### config.mk
export PLATFORM = sky130hd
export DESIGN_NAME = source_text_tokenizer
export DESIGN_NICKNAME = d
export VERILOG_FILES = /design/src/sv/stt_pkg.sv /design/src/sv/stt_front.sv /design/src/sv/stt_queue.sv /design/src/sv/stt_back.sv /design/src/sv/source_text_tokenizer.sv
export VERILOG_INCLUDE_DIRS = /design/src /design/src/sv
export SDC_FILE = /design/constraint.sdc
export NUM_CORES = 1
export LEC_CHECK = 0
export ABC_AREA = 1
export ABC_CLOCK_PERIOD_IN_PS = 4400
export BUFFER_PORTS_ARGS = -buffer_cell sky130_fd_sc_hd__buf_2
export CAP_MARGIN = 20
export CORE_MARGIN = 2
export CORE_UTILIZATION = 48
export CTS_CLUSTER_SIZE = 40
export DETAILED_ROUTE_END_ITERATION = 6
export HOLD_SLACK_MARGIN = 0.03
export PLACE_DENSITY_LB_ADDON = 0.25
export SLEW_MARGIN = 20
export SYNTH_ARGS = -nofsm -noshare
export SYNTH_HDL_FRONTEND = slang
export SYNTH_HIERARCHICAL = 1
export SYNTH_SLANG_ARGS = --single-unit
### constraint.sdc
create_clock -name clock -period 4.4 [get_ports clock]
set_input_delay 0 -clock clock [delete_from_list [all_inputs] [get_ports clock]]
set_output_delay 0 -clock clock [all_outputs]
set_load 0.005 [all_outputs]
### src/sv/source_text_tokenizer_macros.svh
// Assertion macros for the source text tokenizer.
// Used by the top level; relies on signals named clock and reset in scope.
`ifndef SOURCE_TEXT_TOKENIZER_MACROS_SVH
`define SOURCE_TEXT_TOKENIZER_MACROS_SVH

// Same-cycle implication, disabled during reset.
`define STT_ASSERT_NOW(label, ante, cons, msg) \
   label: assert property (@(posedge clock) disable iff (reset) (ante) |-> (cons)) \
      else $error(msg);

// Next-cycle implication, disabled during reset.
`define STT_ASSERT_NEXT(label, ante, cons, msg) \
   label: assert property (@(posedge clock) disable iff (reset) (ante) |=> (cons)) \
      else $error(msg);

`endif

### src/sv/stt_pkg.sv
// Shared types, constants and keyword helpers for the source text tokenizer.
// Used by every tokenizer module; depends on nothing.
package stt_pkg;

   localparam int MAX_TOKEN_LEN = 255;
   localparam int POS_WIDTH     = 32;
   localparam int LEN_WIDTH     = $clog2(MAX_TOKEN_LEN + 1);
   localparam int KW_COUNT      = 7;
   localparam int QUEUE_DEPTH   = 4;
   localparam int QUEUE_PTR_W   = $clog2(QUEUE_DEPTH);

   localparam logic [2:0] KW_NONE = 3'd7;
   localparam logic [7:0] CHAR_EQ = "=";

   // Byte classes produced by the front end.
   typedef enum logic [3:0] {
      CLS_SPACE  = 4'd0,
      CLS_DIGIT  = 4'd1,
      CLS_ALPHA  = 4'd2,
      CLS_UNDER  = 4'd3,
      CLS_EQ     = 4'd4,
      CLS_CMP    = 4'd5,
      CLS_ARITH  = 4'd6,
      CLS_SYMBOL = 4'd7,
      CLS_OTHER  = 4'd8
   } stt_class_type;

   // Token record kinds.
   typedef enum logic [2:0] {
      KIND_NUMBER   = 3'd0,
      KIND_IDENT    = 3'd1,
      KIND_KEYWORD  = 3'd2,
      KIND_OPERATOR = 3'd3,
      KIND_SYMBOL   = 3'd4,
      KIND_END      = 3'd5,
      KIND_UNKNOWN  = 3'd6
   } stt_kind_type;

   // Lexer modes.
   typedef enum logic [3:0] {
      MODE_IDLE  = 4'b0001,
      MODE_NUM   = 4'b0010,
      MODE_IDENT = 4'b0100,
      MODE_OP    = 4'b1000
   } stt_mode_type;

   // One classified input item as it waits in the queue.
   typedef struct packed {
      logic          is_end;
      stt_class_type cls;
      logic [7:0]    ch;
   } stt_entry_type;

   // One token record.
   typedef struct packed {
      stt_kind_type kind;
      logic [2:0]   kw;
      logic [7:0]   op_first;
      logic [7:0]   op_second;
      logic [31:0]  start_pos;
      logic [7:0]   len;
   } stt_record_type;

   // Keyword spellings, padded with zero bytes.
   localparam logic [7:0] KW_TEXT [KW_COUNT][8] = '{
      '{"i", "f", 8'h00, 8'h00, 8'h00, 8'h00, 8'h00, 8'h00},
      '{"e", "l", "s", "e", 8'h00, 8'h00, 8'h00, 8'h00},
      '{"d", "e", "c", "l", "a", "r", "e", 8'h00},
      '{"p", "r", "i", "n", "t", 8'h00, 8'h00, 8'h00},
      '{"r", "e", "t", "u", "r", "n", 8'h00, 8'h00},
      '{"i", "n", "t", 8'h00, 8'h00, 8'h00, 8'h00, 8'h00},
      '{"f", "u", "n", "c", 8'h00, 8'h00, 8'h00, 8'h00}
   };

   localparam logic [2:0] KW_LEN [KW_COUNT] = '{
      3'd2, 3'd4, 3'd7, 3'd5, 3'd6, 3'd3, 3'd4
   };

   // Drop every keyword that does not have byte c at offset pos.
   function automatic logic [KW_COUNT-1:0] narrow_candidates(
      input logic [KW_COUNT-1:0]  cand,
      input logic [7:0]           c,
      input logic [LEN_WIDTH-1:0] pos
   );
      logic [KW_COUNT-1:0] result;
      result = cand;
      for (int k = 0; k < KW_COUNT; k++) begin
         if (pos >= LEN_WIDTH'(KW_LEN[k]) || KW_TEXT[k][pos[2:0]] != c) begin
            result[k] = 1'b0;
         end
      end
      return result;
   endfunction

   // Lowest-numbered keyword still matching whose length equals the run.
   function automatic logic [2:0] match_keyword(
      input logic [KW_COUNT-1:0]  cand,
      input logic [LEN_WIDTH-1:0] len
   );
      logic [2:0] kw;
      kw = KW_NONE;
      for (int k = KW_COUNT - 1; k >= 0; k--) begin
         if (cand[k] && len == LEN_WIDTH'(KW_LEN[k])) begin
            kw = 3'(k);
         end
      end
      return kw;
   endfunction

endpackage

### src/sv/stt_front.sv
// Front end of the tokenizer: accepts source bytes and classifies them.
// Depends on stt_pkg; feeds stt_queue.
module stt_front (
   input  logic                   req_tvalid,
   output logic                   req_tready,
   input  logic [7:0]             char_in,
   input  logic                   is_end,
   output logic                   push_valid,
   input  logic                   push_ready,
   output stt_pkg::stt_entry_type push_entry
);

   stt_pkg::stt_class_type cls;

   // Character classification of the incoming byte.
   always_comb begin
      if (char_in == " " || (char_in >= 8'd9 && char_in <= 8'd13)) begin
         cls = stt_pkg::CLS_SPACE;
      end else if (char_in >= "0" && char_in <= "9") begin
         cls = stt_pkg::CLS_DIGIT;
      end else if ((char_in >= "a" && char_in <= "z") ||
                   (char_in >= "A" && char_in <= "Z")) begin
         cls = stt_pkg::CLS_ALPHA;
      end else if (char_in == "_") begin
         cls = stt_pkg::CLS_UNDER;
      end else if (char_in == stt_pkg::CHAR_EQ) begin
         cls = stt_pkg::CLS_EQ;
      end else if (char_in == "!" || char_in == "<" || char_in == ">") begin
         cls = stt_pkg::CLS_CMP;
      end else if (char_in == "+" || char_in == "-" || char_in == "*" ||
                   char_in == "/") begin
         cls = stt_pkg::CLS_ARITH;
      end else if (char_in == ";" || char_in == ":" || char_in == "{" ||
                   char_in == "}" || char_in == "(" || char_in == ")" ||
                   char_in == ",") begin
         cls = stt_pkg::CLS_SYMBOL;
      end else begin
         cls = stt_pkg::CLS_OTHER;
      end
   end

   // A transaction is taken whenever the queue has room.
   assign req_tready        = push_ready;
   assign push_valid        = req_tvalid;
   assign push_entry.is_end = is_end;
   assign push_entry.cls    = cls;
   assign push_entry.ch     = char_in;

endmodule

### src/sv/stt_queue.sv
// Short register queue between the tokenizer front end and the lexer.
// Depends on stt_pkg for the entry type and depth.
module stt_queue (
   input  logic                   clock,
   input  logic                   reset,
   input  logic                   push_valid,
   output logic                   push_ready,
   input  stt_pkg::stt_entry_type push_entry,
   output logic                   pop_valid,
   input  logic                   pop,
   output stt_pkg::stt_entry_type pop_entry
);

   localparam int PW = stt_pkg::QUEUE_PTR_W;

   stt_pkg::stt_entry_type store_ff [stt_pkg::QUEUE_DEPTH];
   logic [PW-1:0] wr_ptr_ff, wr_ptr_in;
   logic [PW-1:0] rd_ptr_ff, rd_ptr_in;
   logic [PW:0]   count_ff, count_in;
   logic          do_push, do_pop;

   assign push_ready = count_ff != (PW + 1)'(stt_pkg::QUEUE_DEPTH);
   assign pop_valid  = count_ff != '0;
   assign do_push    = push_valid && push_ready;
   assign do_pop     = pop && pop_valid;
   assign pop_entry  = store_ff[rd_ptr_ff];

   // Pointer and occupancy updates.
   always_comb begin
      wr_ptr_in = wr_ptr_ff;
      rd_ptr_in = rd_ptr_ff;
      if (do_push) begin
         wr_ptr_in = (wr_ptr_ff == PW'(stt_pkg::QUEUE_DEPTH - 1)) ? '0 : wr_ptr_ff + 1'b1;
      end
      if (do_pop) begin
         rd_ptr_in = (rd_ptr_ff == PW'(stt_pkg::QUEUE_DEPTH - 1)) ? '0 : rd_ptr_ff + 1'b1;
      end
      case ({do_push, do_pop})
         2'b10:   count_in = count_ff + 1'b1;
         2'b01:   count_in = count_ff - 1'b1;
         default: count_in = count_ff;
      endcase
   end

   always_ff @(posedge clock) begin
      if (reset) begin
         wr_ptr_ff <= '0;
         rd_ptr_ff <= '0;
         count_ff  <= '0;
      end else begin
         wr_ptr_ff <= wr_ptr_in;
         rd_ptr_ff <= rd_ptr_in;
         count_ff  <= count_in;
      end
   end

   // Entry storage carries payload only.
   always_ff @(posedge clock) begin
      if (do_push) begin
         store_ff[wr_ptr_ff] <= push_entry;
      end
   end

endmodule

### src/sv/stt_back.sv
// Lexer back end: runs the token state machine on queued items and drives
// the output register. Depends on stt_pkg.
module stt_back (
   input  logic                    clock,
   input  logic                    reset,
   input  logic                    head_valid,
   input  stt_pkg::stt_entry_type  head,
   output logic                    head_pop,
   output logic                    rsp_tvalid,
   input  logic                    rsp_tready,
   output stt_pkg::stt_record_type rsp_record,
   output logic                    rsp_last
);

   localparam int LW = stt_pkg::LEN_WIDTH;
   localparam int PW = stt_pkg::POS_WIDTH;
   localparam int KC = stt_pkg::KW_COUNT;

   stt_pkg::stt_mode_type   mode_ff, mode_in;
   logic [7:0]              pending_ff, pending_in;
   logic [LW-1:0]           run_ff, run_in;
   logic [KC-1:0]           cand_ff, cand_in;
   logic [PW-1:0]           start_ff, start_in;
   logic [PW-1:0]           pos_ff, pos_in;
   logic                    phase_ff, phase_in;
   logic                    out_valid_ff, out_valid_in;
   stt_pkg::stt_record_type out_rec_ff;
   logic                    out_last_ff;

   stt_pkg::stt_record_type flush_rec, byte_rec, join_rec, end_rec, rec0, rec1;
   logic                    has_flush, out_free, commit, load, load_last;
   logic [1:0]              n_rec;
   logic [2:0]              flush_kw;
   logic [LW-1:0]           run_inc;
   logic                    cont_num, cont_id, join_eq;

   assign has_flush = mode_ff != stt_pkg::MODE_IDLE;
   assign flush_kw  = stt_pkg::match_keyword(cand_ff, run_ff);
   assign run_inc   = (run_ff < LW'(stt_pkg::MAX_TOKEN_LEN)) ? run_ff + 1'b1 : run_ff;

   // Record of the token being built.
   always_comb begin
      flush_rec.kw        = stt_pkg::KW_NONE;
      flush_rec.op_first  = 8'd0;
      flush_rec.op_second = 8'd0;
      flush_rec.start_pos = 32'(start_ff);
      flush_rec.len       = 8'(run_ff);
      unique case (mode_ff)
         stt_pkg::MODE_NUM: begin
            flush_rec.kind = stt_pkg::KIND_NUMBER;
         end
         stt_pkg::MODE_IDENT: begin
            flush_rec.kw   = flush_kw;
            flush_rec.kind = (flush_kw == stt_pkg::KW_NONE) ? stt_pkg::KIND_IDENT
                                                            : stt_pkg::KIND_KEYWORD;
         end
         stt_pkg::MODE_OP: begin
            flush_rec.kind     = stt_pkg::KIND_OPERATOR;
            flush_rec.op_first = pending_ff;
            flush_rec.len      = 8'd1;
         end
         default: begin
            flush_rec.kind = stt_pkg::KIND_END;
         end
      endcase
   end

   // Single-byte records, the joined operator and the end record.
   always_comb begin
      byte_rec.kw        = stt_pkg::KW_NONE;
      byte_rec.op_first  = head.ch;
      byte_rec.op_second = 8'd0;
      byte_rec.start_pos = 32'(pos_ff);
      byte_rec.len       = 8'd1;
      case (head.cls)
         stt_pkg::CLS_ARITH:  byte_rec.kind = stt_pkg::KIND_OPERATOR;
         stt_pkg::CLS_SYMBOL: byte_rec.kind = stt_pkg::KIND_SYMBOL;
         default:             byte_rec.kind = stt_pkg::KIND_UNKNOWN;
      endcase

      join_rec.kind      = stt_pkg::KIND_OPERATOR;
      join_rec.kw        = stt_pkg::KW_NONE;
      join_rec.op_first  = pending_ff;
      join_rec.op_second = stt_pkg::CHAR_EQ;
      join_rec.start_pos = 32'(start_ff);
      join_rec.len       = 8'd2;

      end_rec.kind       = stt_pkg::KIND_END;
      end_rec.kw         = stt_pkg::KW_NONE;
      end_rec.op_first   = 8'd0;
      end_rec.op_second  = 8'd0;
      end_rec.start_pos  = 32'(pos_ff);
      end_rec.len        = 8'd0;
   end

   assign cont_num = mode_ff == stt_pkg::MODE_NUM && head.cls == stt_pkg::CLS_DIGIT;
   assign cont_id  = mode_ff == stt_pkg::MODE_IDENT &&
                     (head.cls == stt_pkg::CLS_DIGIT || head.cls == stt_pkg::CLS_ALPHA ||
                      head.cls == stt_pkg::CLS_UNDER);
   assign join_eq  = mode_ff == stt_pkg::MODE_OP && head.cls == stt_pkg::CLS_EQ;

   // Next lexer state and the records caused by the head item.
   always_comb begin
      mode_in    = mode_ff;
      pending_in = pending_ff;
      run_in     = run_ff;
      cand_in    = cand_ff;
      start_in   = start_ff;
      pos_in     = pos_ff + 1'b1;
      n_rec      = 2'd0;
      rec0       = byte_rec;
      rec1       = byte_rec;
      if (head.is_end) begin
         // Flush, then the end record; everything returns to reset.
         mode_in    = stt_pkg::MODE_IDLE;
         pending_in = 8'd0;
         run_in     = '0;
         cand_in    = '1;
         start_in   = '0;
         pos_in     = '0;
         n_rec      = has_flush ? 2'd2 : 2'd1;
         rec0       = has_flush ? flush_rec : end_rec;
         rec1       = end_rec;
      end else if (cont_num || cont_id) begin
         run_in  = run_inc;
         cand_in = cont_id ? stt_pkg::narrow_candidates(cand_ff, head.ch, run_ff) : cand_ff;
      end else if (join_eq) begin
         mode_in    = stt_pkg::MODE_IDLE;
         pending_in = 8'd0;
         n_rec      = 2'd1;
         rec0       = join_rec;
      end else begin
         // Close the pending token, then treat the byte as a new start.
         mode_in    = stt_pkg::MODE_IDLE;
         pending_in = 8'd0;
         n_rec      = {1'b0, has_flush};
         rec0       = has_flush ? flush_rec : byte_rec;
         case (head.cls) inside
            stt_pkg::CLS_SPACE: begin
            end
            stt_pkg::CLS_DIGIT, stt_pkg::CLS_ALPHA: begin
               mode_in  = (head.cls == stt_pkg::CLS_DIGIT) ? stt_pkg::MODE_NUM
                                                           : stt_pkg::MODE_IDENT;
               start_in = pos_ff;
               run_in   = LW'(1);
               cand_in  = (head.cls == stt_pkg::CLS_ALPHA) ?
                          stt_pkg::narrow_candidates('1, head.ch, '0) : '1;
            end
            stt_pkg::CLS_EQ, stt_pkg::CLS_CMP: begin
               mode_in    = stt_pkg::MODE_OP;
               pending_in = head.ch;
               start_in   = pos_ff;
            end
            default: begin
               n_rec = n_rec + 2'd1;
            end
         endcase
      end
   end

   // Sequencing: two-record items use a second pass with the state held.
   assign out_free = !out_valid_ff || rsp_tready;
   always_comb begin
      commit    = 1'b0;
      load      = 1'b0;
      load_last = 1'b1;
      phase_in  = phase_ff;
      if (head_valid) begin
         if (phase_ff) begin
            if (out_free) begin
               load     = 1'b1;
               commit   = 1'b1;
               phase_in = 1'b0;
            end
         end else if (n_rec == 2'd0) begin
            commit = 1'b1;
         end else if (out_free) begin
            load = 1'b1;
            if (n_rec == 2'd1) begin
               commit = 1'b1;
            end else begin
               load_last = 1'b0;
               phase_in  = 1'b1;
            end
         end
      end
      out_valid_in = load || (out_valid_ff && !rsp_tready);
   end

   assign head_pop = commit;

   always_ff @(posedge clock) begin
      if (reset) begin
         mode_ff      <= stt_pkg::MODE_IDLE;
         pending_ff   <= 8'd0;
         run_ff       <= '0;
         cand_ff      <= '1;
         start_ff     <= '0;
         pos_ff       <= '0;
         phase_ff     <= 1'b0;
         out_valid_ff <= 1'b0;
      end else begin
         if (commit) begin
            mode_ff    <= mode_in;
            pending_ff <= pending_in;
            run_ff     <= run_in;
            cand_ff    <= cand_in;
            start_ff   <= start_in;
            pos_ff     <= pos_in;
         end
         phase_ff     <= phase_in;
         out_valid_ff <= out_valid_in;
      end
   end

   // Output register payload.
   always_ff @(posedge clock) begin
      if (load) begin
         out_rec_ff  <= phase_ff ? rec1 : rec0;
         out_last_ff <= load_last;
      end
   end

   assign rsp_tvalid = out_valid_ff;
   assign rsp_record = out_rec_ff;
   assign rsp_last   = out_last_ff;

endmodule

### src/sv/source_text_tokenizer.sv
// Source text tokenizer: one source byte per cycle in while the queue has
// room, one token record out. An accepted byte is stored in the queue, then
// its first record is loaded into the output register. A byte that closes
// one token and emits another, or an end marker after a pending token, holds
// the lexer for a second pass, which the four-entry queue absorbs.
// Synchronous reset clears the queue, lexer state, offset and output valid.
`include "source_text_tokenizer_macros.svh"

module source_text_tokenizer (
   input  logic        clock,
   input  logic        reset,
   input  logic        req_tvalid,
   output logic        req_tready,
   input  logic [7:0]  req_tdata,   // [7:0] char_in
   input  logic        req_tuser,   // [0] is_end
   output logic        rsp_tvalid,
   input  logic        rsp_tready,
   output logic [63:0] rsp_tdata,   // [2:0] token_kind, [5:3] keyword_index,
                                    // [13:6] op_first, [21:14] op_second,
                                    // [53:22] start_pos, [61:54] token_len
   output logic        rsp_tlast    // last
);

   logic                    push_valid, push_ready, pop_valid, head_pop;
   stt_pkg::stt_entry_type  push_entry, head;
   stt_pkg::stt_record_type rsp_record;

   // Classifier front end.
   stt_front u_front (
      .req_tvalid (req_tvalid),
      .req_tready (req_tready),
      .char_in    (req_tdata),
      .is_end     (req_tuser),
      .push_valid (push_valid),
      .push_ready (push_ready),
      .push_entry (push_entry)
   );

   // Decoupling queue.
   stt_queue u_queue (
      .clock      (clock),
      .reset      (reset),
      .push_valid (push_valid),
      .push_ready (push_ready),
      .push_entry (push_entry),
      .pop_valid  (pop_valid),
      .pop        (head_pop),
      .pop_entry  (head)
   );

   // Lexer back end.
   stt_back u_back (
      .clock      (clock),
      .reset      (reset),
      .head_valid (pop_valid),
      .head       (head),
      .head_pop   (head_pop),
      .rsp_tvalid (rsp_tvalid),
      .rsp_tready (rsp_tready),
      .rsp_record (rsp_record),
      .rsp_last   (rsp_tlast)
   );

   // Pack the record into the result bus.
   assign rsp_tdata = {2'b00, rsp_record.len, rsp_record.start_pos,
                       rsp_record.op_second, rsp_record.op_first,
                       rsp_record.kw, rsp_record.kind};

   // The lexer only consumes an item that the queue holds.
   `STT_ASSERT_NOW(a_pop_has_item, head_pop, pop_valid, "lexer popped an empty queue")

   // An end record always closes the transaction's records.
   `STT_ASSERT_NOW(a_end_is_last, rsp_tvalid && rsp_tdata[2:0] == stt_pkg::KIND_END,
      rsp_tlast, "end record without last")

   // A keyword index appears exactly on keyword records.
   `STT_ASSERT_NOW(a_kw_index, rsp_tvalid,
      (rsp_tdata[2:0] == stt_pkg::KIND_KEYWORD) == (rsp_tdata[5:3] != stt_pkg::KW_NONE),
      "keyword index does not match record kind")

   // A record without last is followed by the second record of the same item.
   `STT_ASSERT_NEXT(a_pair_follows, rsp_tvalid && rsp_tready && !rsp_tlast,
      rsp_tvalid, "second record of a pair missing")

endmodule
### Word-level counts from Yosys, hierarchy flattened

Memory sizes are Yosys's and may differ from the RTL's. A register that Yosys moved wholly into a read port is not among the register bits.
Index checks and enable logic that the tools add are counted.

| storage, ports and cells | value |
|---|---|
| register bits after elaboration | 163 |
| bits in writable memories | 52 |
| memory bits (read-only) | 448 |
| input bits | 13 |
| output and inout port bits | 67 |
| logic and storage cells | 305 |
| memories | 8 |

| cells by class | value |
|---|---|
| add/subtract/negate cells | 7 |
| $lt $le $gt $ge | 16 |
| equality and inequality tests | 68 |
| muxes and demuxes | 116 |
| bitwise logic cells | 3 |
| reduce and logical (&&, ||, !) cells | 63 |

Memories:

| memory | depth | bits a word | rd ports | clocked after memory_dff | write ports | line | source |
|---|---|---|---|---|---|---|---|
| (name not given) | 8 | 8 | 1 | 0 | 0 | stt_pkg.sv:88 | `if (pos >= LEN_WIDTH'(KW_LEN[k]) \|\| KW_TEXT[k][pos[2:0]] != c) begin` |
| (name not given) | 8 | 8 | 1 | 0 | 0 | stt_pkg.sv:88 |  |
| (name not given) | 8 | 8 | 1 | 0 | 0 | stt_pkg.sv:88 |  |
| (name not given) | 8 | 8 | 1 | 0 | 0 | stt_pkg.sv:88 |  |
| (name not given) | 8 | 8 | 1 | 0 | 0 | stt_pkg.sv:88 |  |
| (name not given) | 8 | 8 | 1 | 0 | 0 | stt_pkg.sv:88 |  |
| +2 memories | - | - | - | - | - | - |  |

Operator list:

| operator | count |
|---|---|
| $mux W62 | 7 |
| $mux W32 | 7 |
| $mux W8 | 28 |
| $eq A8 B6 Y1 const B | 14 |
| $mux W4 | 14 |
| $ne A8 B8 Y1 | 7 |
| $mux W7 | 7 |
| $ne A7 B8 Y1 const A | 6 |
| $reduce_and A6 Y1 | 7 |
| $add A32 B1 Y32 const B | 1 |
| $eq A8 B3 Y1 const B | 4 |
| $ge A8 B3 Y1 const B | 4 |
| $mux W1 | 30 |
| $ne A3 B3 Y1 const B | 9 |
| $logic_or A1 B1 Y1 | 25 |
| $eq A8 B7 Y1 const B | 3 |
| $mux W2 | 12 |
| $mux W3 | 8 |
| $eq A4 B3 Y1 const B | 5 |
| $logic_and A1 B1 Y1 | 17 |
| $eq A8 B2 Y1 const B | 2 |
| $ge A8 B2 Y1 const B | 2 |
| $ge A8 B7 Y1 const B | 2 |
| $le A8 B7 Y1 const B | 2 |
| 33 further kinds | 50 |

### Logic depth before layout (Yosys ltp)

| logic depth | value |
|---|---|
| word-level depth | 17 |
| mapped depth | 33 |
| mapped depth without buffers | 29 |

### Hierarchy

Netlist, hierarchy kept.

By module, submodules not included:

| module | times used | cells an instance | area an instance (um2) | seq. area each (um2) |
|---|---|---|---|---|
| stt_back | 1 | 1339 | 9106.2 | 3543.4 |
| stt_queue | 1 | 196 | 2547.4 | 1741.7 |
| stt_front | 1 | 87 | 395.4 | 0.0 |
| source_text_tokenizer | 1 | 3 | 18.8 | 0.0 |

### Least setup slack after synthesis

No wires, ideal clock.

| path | value |
|---|---|
| kind | register -> register |
| from | register with a tool-made name |
| to | register u_back.out_last_ff, in the netlist u_back/rsp_last, enable pin |
| library setup time | 410 ps |
| arrival time | 3262 ps |
| required time | 3990 ps |
| setup slack | 728 ps |
| cell stages (with the launch flop) | 21 |
| path buffers | 3 |
| clock period less this slack | 3672 ps |
| path through | dfxtp_1 buf_6 inv_8 buf_12 nor2_2 o22ai_2 inv_1 nor2_1 inv_1 nor2_1 inv_1 clkbuf_1 ha_1 inv_1 nand2_1 o21ai_0 nand2_1 nand2_1 nand2_2 o21ai_0 inv_1 |

RTL lines:

| what | line | source |
|---|---|---|
| to (signal assigned) | stt_back.sv:220 | `out_last_ff <= load_last;` |
| to (decl) | stt_back.sv:28 | `logic out_last_ff;` |

==> results_dict.tcl <==
set metrics [dict create \
    grt-ovfl-total 0 \
    clock_sinks 210 \
    drive_gt1_frac 0.111 \
    antenna_found_initial 0 \
    wl_per_cell_um 15.3 \
    io_pins 80 \
    final_cell_mix "nand2_1 (391), nor2_1 (218), inv_1 (167)" \
    period_minus_slack_ns 3.94 \
    grt_usage 0.231 \
    maxSlewHeadroom 0.263 \
    setup_viol 0 \
    final_cell_count_no_fill 2012 \
    die_h_um 163 \
    grt_pass1_wl_mm 49.8 \
    end_kind "register" \
    syn_to_final_growth_pct 10.5 \
    pwr-share-clk 0.219 \
    worstSetupStartpointType "register" \
    combPwrFrac 0.455 \
    clock_path_buffers 3 \
    hpwl_mm 20.7 \
    vias 10900 \
    slew_viol_final 0 \
    synthFlopType "edfxtp_1" \
    ant_nets 0 \
    synth.distinct_cells 49 \
    ys_seq_area_frac 0.438 \
    numCtsBuffers 24 \
    grt_pass1_vias 9787 \
    die_w_um 163 \
    leakage_nw 5.31 \
    hold_viol_final 0 \
    p_sw_w 0.00381 \
    diodes 0 \
    status "completed" \
    drtIter0Drc 809 \
    grt_max_degree 73 \
    htreeDepth 1 \
    synth-edff-count 108 \
    wl_mm 30.8 \
    tns_ns 0 \
    critPathArrivalTime_ns 4.40 \
    yosys.area.top_type "edfxtp_1" \
    clock_latency_ns 0.52 \
    grt_setup_unrepaired "false" \
    ys_top_cells_by_area "edfxtp_1 (27%), dfxtp_1 (17%), nand2_1 (12%), nor2_1 (6.9%), inv_1 (5.2%)" \
    clock.fmax_mhz 254 \
    finalCritPeriodShare 0.896 \
    initial_core_util 0.483 \
    drc_errors 0 \
    synth_top_area_share 0.269 \
    hold_class "in2reg" \
    crit_fanout 22 \
    crit_type "reg2reg" \
    root_buffer "clkbuf_16" \
    switching_share 0.439 \
    netlist_area_um2 12100 \
    clk_pin_slew_worst_paths_ns 0.06 \
    place.port_buffers 74 \
    cts.repair.resized 0 \
    rows 58 \
    cts_tree "done" \
    power.density_nw_per_um2 650 \
    p_int_w 0.00486 \
    synth_seq_cells 210 \
    firstDrtPassIters 7 \
    dp.cells 1957 \
    mostFrequentLayoutCell "nand2_1" \
    async_reset_ff_frac 0 \
    core_area_um2 25000 \
    vias_per_cell 5.41 \
    tightest_slew_ns 1.10 \
    postCtsSetupRepairBufs 0 \
    max_cap_violations 0 \
    ir_drop_uv 536 \
    finalClockSkew_ns 0.0168 \
    gp_congestion 0.917 \
    required_ns 4.85 \
    die-area_um2 26400 \
    power_frac_seq 0.326 \
    finish.net_count 1694 \
    yosysWarnings 6 \
    synthCells 1625 \
    synth.avg_cell_area_um2 7.43 \
]
==> cell usage after synthesis (4+ instances only) <==
| cell | instances |
|---|---|
| a22oi_1 | 13 |
| xor2_1 | 31 |
| buf_1 | 4 |
| a21oi_1 | 110 |
| inv_1 | 168 |
| nand2_2 | 4 |
| o21ai_1 | 9 |
| o22ai_1 | 18 |
| o21ai_0 | 61 |
| buf_4 | 28 |
| clkinv_1 | 6 |
| a32oi_1 | 5 |
| nand2_4 | 5 |
| o211ai_1 | 11 |
| nand3b_1 | 5 |
| buf_6 | 7 |
| buf_2 | 12 |
| clkbuf_1 | 42 |
| nor4_1 | 11 |
| dfxtp_1 | 102 |
| ha_1 | 16 |
| nor2_1 | 221 |
| o22ai_2 | 5 |
| nor2_2 | 12 |
| nor3_1 | 28 |
| edfxtp_1 | 108 |
| a221oi_1 | 5 |
| nand4_1 | 33 |
| nand3_1 | 118 |
| nand2_1 | 391 |
| inv_2 | 12 |
==> cell type report <==
class	instances	area (µm²)
multi-input combinational	1134	5530
sequential	210	5290
inverter	188	716
timing repair buffer	106	638
fill	2390	11600
tap	330	413
clock inverter	15	114
clock buffer	29	641
==> through the flow <==
stage          area [µm²]  hold slack, ns  total power, W  setup WS [ns]   util
3_5_place_dp        12500           0.239         0.00675          0.488  0.499
5_1_grt             13300          0.0846         0.00927        0.00520  0.534
6_report            13300          0.0669         0.00867          0.457  0.534
3_3_place_gp        12500           0.238         0.00671          0.623  0.499
2_1_floorplan       12100           0.196         0.00576          0.728      -
4_1_cts             13300          0.0648         0.00868          0.443  0.534
==> per-layer routing <==
metal  track usage  up-vias  wire length [µm]
met2         0.351      393             13300
met4        0.0551        0               443
li1              -     5408                 -
met1         0.347     5053             14900
met3        0.0346       37              2130
met5             0        -                 0
==> power by group through the flow <==
| stage | combinational [W] | sequential, W | clock, W |
|---|---|---|---|
| 2_1_floorplan | 0.00288 | 0.00288 | 0 |
| 3_5_place_dp | 0.00389 | 0.00286 | 0 |
| 3_3_place_gp | 0.00385 | 0.00286 | 0 |
| 4_1_cts | 0.00391 | 0.00283 | 0.00194 |
| 5_1_grt | 0.00439 | 0.00287 | 0.00202 |
| 6_report | 0.00394 | 0.00283 | 0.00190 |
==> cell families after synthesis <==
kind of cell,after synthesis,synth area share
AOI/OAI and AO/OA,246,0.118
xor gates and xnor gates,31,0.0225
adders and majority gates,17,0.0182
buffers and inverters,284,0.107
DFF,210,0.438
other,2,0.000622
and+or+nand+nor,835,0.296
==> final timing paths <==
path                            slack [ns]                 from                  end  depth (start not counted)
worst min register to register        0.46  u_back/start_ff[15]  u_back/start_ff[15]                          2
worst max-delay path                  0.46             register  u_queue/count_ff[2]                         23
worst min-delay path                  0.07                reset    u_back/pos_ff[29]                          2
worst max register to register        0.46             register  u_queue/count_ff[2]                         23
==> worst max-delay path, stage by stage (launching register included) <==
cell	delay [ns]
dfxtp_1	0.60
buf_4	0.29
o21ai_0	0.11
o22ai_1	0.50
nand2_1	0.15
nor2_1	0.16
nand2_1	0.10
nand2_4	0.22
nand2_4	0.07
nand2_1	0.08
nand2_2	0.07
nand3_4	0.26
nand2_4	0.09
inv_4	0.06
nand2_2	0.06
inv_1	0.06
ha_1	0.15
inv_1	0.07
fa_1	0.39
nand2_1	0.11
nand3_1	0.08
nand2_1	0.06
inv_1	0.04
nor2_1	0.10
==> flip-flops by register name, summed over array words and instances (netlist names), 3 cells and up, named ones only <==
signal / flops
u_back/run_ff: 8
u_back/pos_ff: 32
u_back/start_ff: 32
u_back/pending_ff: 8
u_queue/count_ff: 3
u_back/cand_ff: 7
u_queue/store_ff: 52
u_back/rsp_record: 55
u_back/mode_ff: 4
==> what timing repair did <==
action / 4_1_cts / 5_1_grt
hold buffers: 11 / 0
setup endpoints to repair: 0 / 0
hold endpoints to repair: 40 / 0
Note: power is estimated with default switching activity, not from simulation.
